===== src/sv/esc_pkg.sv =====
`timescale 1ns / 1ps

package esc_pkg;

   localparam int BYTE_W  = 8;
   localparam int LIMIT_W = 16;

   localparam logic [LIMIT_W-1:0] OUT_LIMIT_RESET = 16'd255;

   typedef struct packed {
      logic [BYTE_W-1:0] in_byte;
      logic              in_last;
   } item_type;

   typedef struct packed {
      logic [BYTE_W-1:0] out_byte;
      logic              has_byte;
      logic              done_res;
   } result_type;

endpackage


===== src/sv/esc_in_stage.sv =====
`timescale 1ns / 1ps

module esc_in_stage (
   input  logic              clock,
   input  logic              reset,
   input  logic              req_valid,
   output logic              req_ready,
   input  esc_pkg::item_type req_item,
   output logic              item_valid,
   output esc_pkg::item_type item,
   input  logic              advance
);
   import esc_pkg::*;

   logic     valid_ff;
   logic     valid_in;
   item_type item_ff;

   // The stage takes a new beat when empty or when its current beat moves on.
   assign req_ready = !valid_ff || advance;
   assign valid_in  = req_valid || (valid_ff && !advance);

   always_ff @(posedge clock) begin
      if (reset) begin
         valid_ff <= 1'b0;
      end else begin
         valid_ff <= valid_in;
      end
   end

   always_ff @(posedge clock) begin
      if (req_valid && req_ready) begin
         item_ff <= req_item;
      end
   end

   assign item_valid = valid_ff;
   assign item       = item_ff;

endmodule


===== src/sv/esc_decode.sv =====
`timescale 1ns / 1ps

module esc_decode (
   input  logic                         clock,
   input  logic                         reset,
   input  logic                         csr_wr_en,
   input  logic [esc_pkg::LIMIT_W-1:0]  csr_wr_data,
   input  logic                         fire,
   input  esc_pkg::item_type            item,
   output logic                         emit,
   output esc_pkg::result_type          result
);
   import esc_pkg::*;

   typedef enum logic [7:0] {
      MODE_NORMAL  = 8'b0000_0001,
      MODE_CARET   = 8'b0000_0010,
      MODE_BSLASH  = 8'b0000_0100,
      MODE_HEX1    = 8'b0000_1000,
      MODE_HEX2    = 8'b0001_0000,
      MODE_OCT1    = 8'b0010_0000,
      MODE_OCT2    = 8'b0100_0000,
      MODE_STOPPED = 8'b1000_0000
   } mode_type;

   localparam logic [BYTE_W-1:0] CHR_NUL    = 8'h00;
   localparam logic [BYTE_W-1:0] CHR_BSLASH = 8'h5C;
   localparam logic [BYTE_W-1:0] CHR_CARET  = 8'h5E;
   localparam logic [BYTE_W-1:0] CHR_X      = 8'h78;
   localparam logic [BYTE_W-1:0] CHR_S      = 8'h73;
   localparam logic [BYTE_W-1:0] CHR_E      = 8'h65;
   localparam logic [BYTE_W-1:0] CHR_B      = 8'h62;
   localparam logic [BYTE_W-1:0] CHR_N      = 8'h6E;
   localparam logic [BYTE_W-1:0] CHR_R      = 8'h72;
   localparam logic [BYTE_W-1:0] CHR_T      = 8'h74;
   localparam logic [BYTE_W-1:0] CHR_SPACE  = 8'h20;
   localparam logic [BYTE_W-1:0] CHR_ESC    = 8'h1B;
   localparam logic [BYTE_W-1:0] CHR_BS     = 8'h08;
   localparam logic [BYTE_W-1:0] CHR_LF     = 8'h0A;
   localparam logic [BYTE_W-1:0] CHR_CR     = 8'h0D;
   localparam logic [BYTE_W-1:0] CHR_TAB    = 8'h09;
   localparam logic [BYTE_W-1:0] CTRL_MASK  = 8'h1F;

   function automatic logic [3:0] hex_val(input logic [BYTE_W-1:0] b);
      logic [BYTE_W-1:0] t;
      t = 8'h00;
      case (b) inside
         [8'h30:8'h39]: t = b - 8'h30;
         [8'h61:8'h66]: t = b - 8'h57;
         [8'h41:8'h46]: t = b - 8'h37;
         default:       t = 8'h00;
      endcase
      return t[3:0];
   endfunction

   function automatic logic [3:0] dig_val(input logic [BYTE_W-1:0] b);
      logic [BYTE_W-1:0] t;
      t = 8'h00;
      case (b) inside
         [8'h30:8'h39]: t = b - 8'h30;
         default:       t = 8'h00;
      endcase
      return t[3:0];
   endfunction

   mode_type           mode_ff, mode_in, mode_eff;
   logic [BYTE_W-1:0]  partial_ff, partial_in;
   logic [LIMIT_W-1:0] count_ff, count_in;
   logic [LIMIT_W-1:0] limit_ff;
   logic               below;
   logic               have_raw, have;
   logic [BYTE_W-1:0]  ob;
   logic [BYTE_W-1:0]  b;

   assign b        = item.in_byte;
   assign below    = count_ff < limit_ff;
   assign mode_eff = (b == CHR_NUL) ? MODE_STOPPED : mode_ff;

   always_comb begin
      mode_in    = mode_eff;
      partial_in = partial_ff;
      have_raw   = 1'b0;
      ob         = 8'h00;
      case (mode_eff)
         MODE_NORMAL: begin
            if (!below) begin
               mode_in = MODE_STOPPED;
            end else if (b == CHR_BSLASH) begin
               mode_in = MODE_BSLASH;
            end else if (b == CHR_CARET) begin
               mode_in = MODE_CARET;
            end else begin
               have_raw = 1'b1;
               ob       = b;
            end
         end
         MODE_CARET: begin
            have_raw = 1'b1;
            ob       = b & CTRL_MASK;
            mode_in  = MODE_NORMAL;
         end
         MODE_BSLASH: begin
            mode_in = MODE_NORMAL;
            case (b) inside
               CHR_X: mode_in = MODE_HEX1;
               [8'h30:8'h33]: begin
                  partial_in = {b[1:0], 6'b000000};
                  mode_in    = MODE_OCT1;
               end
               CHR_BSLASH: begin have_raw = 1'b1; ob = CHR_BSLASH; end
               CHR_CARET:  begin have_raw = 1'b1; ob = CHR_CARET;  end
               CHR_S:      begin have_raw = 1'b1; ob = CHR_SPACE;  end
               CHR_E:      begin have_raw = 1'b1; ob = CHR_ESC;    end
               CHR_B:      begin have_raw = 1'b1; ob = CHR_BS;     end
               CHR_N:      begin have_raw = 1'b1; ob = CHR_LF;     end
               CHR_R:      begin have_raw = 1'b1; ob = CHR_CR;     end
               CHR_T:      begin have_raw = 1'b1; ob = CHR_TAB;    end
               default:    mode_in = MODE_NORMAL;
            endcase
         end
         MODE_HEX1: begin
            partial_in = {4'h0, hex_val(b)};
            mode_in    = MODE_HEX2;
         end
         MODE_HEX2: begin
            have_raw = 1'b1;
            ob       = {partial_ff[3:0], hex_val(b)};
            mode_in  = MODE_NORMAL;
         end
         MODE_OCT1: begin
            partial_in = partial_ff + {1'b0, dig_val(b), 3'b000};
            mode_in    = MODE_OCT2;
         end
         MODE_OCT2: begin
            have_raw = 1'b1;
            ob       = partial_ff + {4'h0, dig_val(b)};
            mode_in  = MODE_NORMAL;
         end
         default: mode_in = MODE_STOPPED;
      endcase
   end

   assign have     = have_raw && below;
   assign count_in = have ? count_ff + 16'd1 : count_ff;

   assign emit            = have || item.in_last;
   assign result.out_byte = have ? ob : 8'h00;
   assign result.has_byte = have;
   assign result.done_res = item.in_last;

   always_ff @(posedge clock) begin
      if (reset) begin
         mode_ff    <= MODE_NORMAL;
         partial_ff <= 8'h00;
         count_ff   <= 16'd0;
      end else if (fire) begin
         if (item.in_last) begin
            mode_ff    <= MODE_NORMAL;
            partial_ff <= 8'h00;
            count_ff   <= 16'd0;
         end else begin
            mode_ff    <= mode_in;
            partial_ff <= partial_in;
            count_ff   <= count_in;
         end
      end
   end

   always_ff @(posedge clock) begin
      if (reset) begin
         limit_ff <= OUT_LIMIT_RESET;
      end else if (csr_wr_en) begin
         limit_ff <= csr_wr_data;
      end
   end

   a_last_clears: assert property (@(posedge clock) disable iff (reset)
      fire && item.in_last |=> count_ff == 16'd0 && mode_ff == MODE_NORMAL)
      else $error("string state not cleared after last beat");

   a_count_holds: assert property (@(posedge clock) disable iff (reset)
      !fire |=> $stable(count_ff))
      else $error("byte count moved without a beat");

   a_count_step: assert property (@(posedge clock) disable iff (reset)
      fire && !item.in_last |=> count_ff == $past(count_ff) + {15'd0, $past(have)})
      else $error("byte count out of step with decoded bytes");

endmodule


===== src/sv/esc_out_stage.sv =====
`timescale 1ns / 1ps

module esc_out_stage (
   input  logic                clock,
   input  logic                reset,
   input  logic                advance,
   input  logic                emit,
   input  esc_pkg::result_type result,
   output logic                space,
   output logic                rsp_valid,
   input  logic                rsp_ready,
   output esc_pkg::result_type rsp_result
);
   import esc_pkg::*;

   logic       valid_ff;
   logic       valid_in;
   result_type result_ff;

   assign space    = !valid_ff || rsp_ready;
   assign valid_in = advance ? emit : (valid_ff && !rsp_ready);

   always_ff @(posedge clock) begin
      if (reset) begin
         valid_ff <= 1'b0;
      end else begin
         valid_ff <= valid_in;
      end
   end

   always_ff @(posedge clock) begin
      if (advance && emit) begin
         result_ff <= result;
      end
   end

   assign rsp_valid  = valid_ff;
   assign rsp_result = result_ff;

endmodule


===== src/sv/escape_notation_decoder.sv =====
`timescale 1ns / 1ps

// Channel   Direction  Handshake               Payload
// req_      in         req_valid / req_ready   req_in_byte, req_in_last
// rsp_      out        rsp_valid / rsp_ready   rsp_out_byte, rsp_has_byte, rsp_done_res
// csr_      in         csr_wr_en               csr_wr_data (out_limit)
//
// Each beat passes from acceptance into the input register, then through the decode logic
// into the result register. One beat is accepted per cycle unless the result stalls;
// the mode, partial value and byte count update as each beat leaves the input register.
// Reset is synchronous and returns the decoder to normal mode with out_limit at 255.
// A stalled result holds the result register, which in turn holds the input register.

module escape_notation_decoder (
   input  logic                        clock,
   input  logic                        reset,
   input  logic                        req_valid,
   output logic                        req_ready,
   input  logic [7:0]                  req_in_byte,
   input  logic                        req_in_last,
   output logic                        rsp_valid,
   input  logic                        rsp_ready,
   output logic [7:0]                  rsp_out_byte,
   output logic                        rsp_has_byte,
   output logic                        rsp_done_res,
   input  logic                        csr_wr_en,
   input  logic [esc_pkg::LIMIT_W-1:0] csr_wr_data
);
   import esc_pkg::*;

   item_type   req_item;
   item_type   item;
   logic       item_valid;
   logic       advance;
   logic       space;
   logic       emit;
   result_type result;
   result_type rsp_result;

   assign req_item.in_byte = req_in_byte;
   assign req_item.in_last = req_in_last;
   assign advance          = item_valid && space;

   esc_in_stage u_in_stage (
      .clock      (clock),
      .reset      (reset),
      .req_valid  (req_valid),
      .req_ready  (req_ready),
      .req_item   (req_item),
      .item_valid (item_valid),
      .item       (item),
      .advance    (advance)
   );

   esc_decode u_decode (
      .clock       (clock),
      .reset       (reset),
      .csr_wr_en   (csr_wr_en),
      .csr_wr_data (csr_wr_data),
      .fire        (advance),
      .item        (item),
      .emit        (emit),
      .result      (result)
   );

   esc_out_stage u_out_stage (
      .clock      (clock),
      .reset      (reset),
      .advance    (advance),
      .emit       (emit),
      .result     (result),
      .space      (space),
      .rsp_valid  (rsp_valid),
      .rsp_ready  (rsp_ready),
      .rsp_result (rsp_result)
   );

   assign rsp_out_byte = rsp_result.out_byte;
   assign rsp_has_byte = rsp_result.has_byte;
   assign rsp_done_res = rsp_result.done_res;

   a_rsp_content: assert property (@(posedge clock) disable iff (reset)
      rsp_valid |-> rsp_has_byte || rsp_done_res)
      else $error("result beat carries neither a byte nor done");

   a_rsp_zero: assert property (@(posedge clock) disable iff (reset)
      rsp_valid && !rsp_has_byte |-> rsp_out_byte == 8'h00)
      else $error("empty result beat has a nonzero byte");

endmodule

===== config.mk =====
export PLATFORM = sky130hd
export DESIGN_NAME = escape_notation_decoder
export DESIGN_NICKNAME = d
export VERILOG_FILES = /design/src/sv/esc_pkg.sv /design/src/sv/esc_in_stage.sv /design/src/sv/esc_decode.sv /design/src/sv/esc_out_stage.sv /design/src/sv/escape_notation_decoder.sv
export SDC_FILE = /design/constraint.sdc
export NUM_CORES = 1
export LEC_CHECK = 0
export CORE_MARGIN = 2
export CORE_UTILIZATION = 60
export CTS_CLUSTER_SIZE = 8
export DETAILED_ROUTE_END_ITERATION = 16
export DONT_BUFFER_PORTS = 1
export PLACE_DENSITY = 0.81
export SKIP_CTS_REPAIR_TIMING = 1
export SLEW_MARGIN = 20
export SYNTH_ARGS = -nofsm -noshare
export SYNTH_HDL_FRONTEND = slang
export SYNTH_HIERARCHICAL = 1
export SYNTH_SLANG_ARGS = --single-unit

===== constraint.sdc =====
create_clock -name clock -period 7.4 [get_ports clock]
set_clock_uncertainty 0.05 [all_clocks]
set_input_delay 2.22 -clock clock [delete_from_list [all_inputs] [get_ports clock]]
set_output_delay 2.22 -clock clock [all_outputs]
set_load 0.05 [all_outputs]

==> flow_summary.json <==
{
  "post-route-period-util_pct": 72.82,
  "synth_top_cell_area_share_pct": 23.13,
  "critical_path.max_fanout": 13,
  "max-slew-margin-rel_pct": 55.01,
  "worstSetupPathType": "in2out",
  "routed_wirelength_um": 10020,
  "htreeDepth": 3,
  "path_clk_slew_ps": 90,
  "leakage_uw": 0.001889,
  "register_area_mm2": 0.001572,
  "status": "complete, no violations",
  "nNetsFinal": 533,
  "die_h_um": 88.93,
  "tightest_slew_ps": 667.8,
  "maxCapViolCount": 0,
  "multiInputGateArea_mm2": 0.002540,
  "synth_seq_cells": 69,
  "fp.coreArea_mm2": 0.006869,
  "postSynthNetCount": 544,
  "placed_area_mm2": 0.004352,
  "synth_edf_count": 19,
  "finalSetupViolations": 0,
  "critPathRequiredTime_ps": 5130,
  "grt_max_degree": 30,
  "seq_area_frac_synth_pct": 36.31,
  "diodes": 0,
  "powerDensity_mw_per_mm2": 169.3,
  "synth_area_leader_cell": "dfxtp_1",
  "hold_start": "u_decode/limit_ff[6]",
  "grt_pass1_vias": 3337,
  "antenna_found_initial": 0,
  "portBuffers": 0,
  "synth_top_flop_cell": "dfxtp_1",
  "dieArea_mm2": 0.007909,
  "firstDrtPassIters": 5,
  "fin_crit_ps": 5388,
  "avgSynthCellArea_um2": 8.887,
  "place.gp.congestion": 0.9573,
  "synthArstFlopShare_pct": 0,
  "synth.top_cells.by_area": "dfxtp_1 23%, edfxtp_1 13%, ha_1 7.8%",
  "rsz0062_at_grt": "no",
  "crit_path_end_kind": "output pin",
  "ant_nets": 0,
  "grt_overflow": 0,
  "hold_ws_ps": 442.7,
  "rr_startpoint": "u_in_stage/item[1]",
  "hold_path.class": "reg2reg",
  "clk_path_buf_depth": 2,
  "clock-sinks": 69,
  "fin_setup_tns_ps": 0,
  "syn2layout_area_growth_pct": 4.597,
  "floorplan.initialDensity_pct": 63.01,
  "ioPinCount": 42,
  "grt_usage_pct": 26.80,
  "cts_tree": "done",
  "numCtsBuffers": 9,
  "grt_pass1_wl_um": 16410,
  "vias_per_cell": 6.456,
  "synth_area_mm2": 0.004328,
  "synthCells": 487,
  "drv_slew": 0,
  "worstPathArrival_ps": 3120,
  "drt_iter0_drc": 380,
  "yosysWarningCount": 6,
  "rows": 30,
  "nFillCells": 566,
  "hold_viol_final": 0,
  "die_w_um": 88.93,
  "synth_cell_types": 74,
  "max_freq_mhz": 185.6,
  "stdcell_area_mm2": 0.004527,
  "routedWlPerCell_um": 17.36,
  "num_vias": 3725,
  "clock_latency_ps": 350,
  "cts-root-buf": "clkbuf_8",
  "drc": 0,
  "irDropWorstVdd_uv": 98.33,
  "dp_hpwl_um": 7245,
  "startpoint": "rsp_ready",
  "critPathLaunchType": "input port",
  "drive_gt1_share_pct": 8.940
}
[registers in the layout, summed over array words and instances, names as in the netlist]
name	flops
u_decode/partial_ff	8
u_out_stage/rsp_valid	1
u_out_stage/rsp_result	10
u_decode/limit_ff	16
u_decode/count_ff	16
u_in_stage/item	9
u_decode/mode_ff	8
u_in_stage/item_valid	1
[power breakdown]
part	internal [µW]	switching, µW
logic	24.7	39.4
registers	403	26.7
clock network	122	150
total	550	216
[cells by family (layout without fill, tap and decap cells)]
family,Yosys count,in the layout,share of synthesized area [%]
AND/OR/NAND/NOR,189,189,23.62
AO/OA/AOI/OAI,110,110,18.47
flip-flops,69,69,36.31
buffers and inverters,53,47,5.088
adder cells (fa/ha/maj),30,30,8.500
multiplexers,21,21,4.972
XOR/XNOR,15,15,3.036
[path summary, 6_finish.rpt]
check / end / slack [ps] / depth (start not counted)
setup / recovery: req_ready / 2010 / 3
hold / removal: u_decode/limit_ff[6] / 440 / 2
setup reg to reg: u_out_stage/rsp_result[9] / 4030 / 8
hold reg to reg: u_decode/limit_ff[6] / 440 / 2
[layer usage]
layer  GRT usage, %  vias up  share of wire [%]
li1               -     1777                  -
met1          39.51     1739                 46
met2          38.33      186                 44
met3          5.448       23                8.0
met4          10.85        0                1.8
met5              0        -                  0
[metrics by stage]
stage | instances | utilization [%] | power (µW) | setup slack, ps
global placement | 561 | 63.35 | 497.7 | 2059
detailed placement | 561 | 63.35 | 501.3 | 2031
finish | 577 | 65.90 | 766.2 | 2012
CTS | 577 | 65.85 | 769.4 | 2026
global route | 577 | 65.90 | 800.5 | 1953
floorplan | 487 | - | 489.1 | 2366
[area by class of cell]
type	count	area share (%)
clock buffers	9	2.736
clock inverters	7	1.050
well taps	96	2.653
flip-flops and latches	69	34.72
inverters	29	2.405
multi-input cells	365	56.11
repair buffers	2	0.3317
[cells in the mapped netlist (all sizes together), types with 9 or more instances]
| master | instances |
|---|---|
| dfxtp | 50 |
| nor2 | 50 |
| a21oi | 36 |
| nor3 | 13 |
| mux2i | 17 |
| nand2 | 49 |
| nand4 | 14 |
| inv | 28 |
| clkbuf | 16 |
| edfxtp | 19 |
| ha | 27 |
| nand2b | 11 |
| o211ai | 9 |
[layout by cell type, fill, tap and decap left out, types with 12 or more instances in the layout]
cell	count
a21oi_1	34
dfxtp_1	50
edfxtp_1	19
ha_1	27
inv_1	28
mux2i_1	17
nand2_1	49
nand4_1	14
nor2_1	49
nor3_1	12
[worst max-delay path: stages]
cell and delay [ps]:
nand2b_4 100, and2_1 450, nand2b_4 340
No activity file was read; power rests on OpenSTA's default activity.
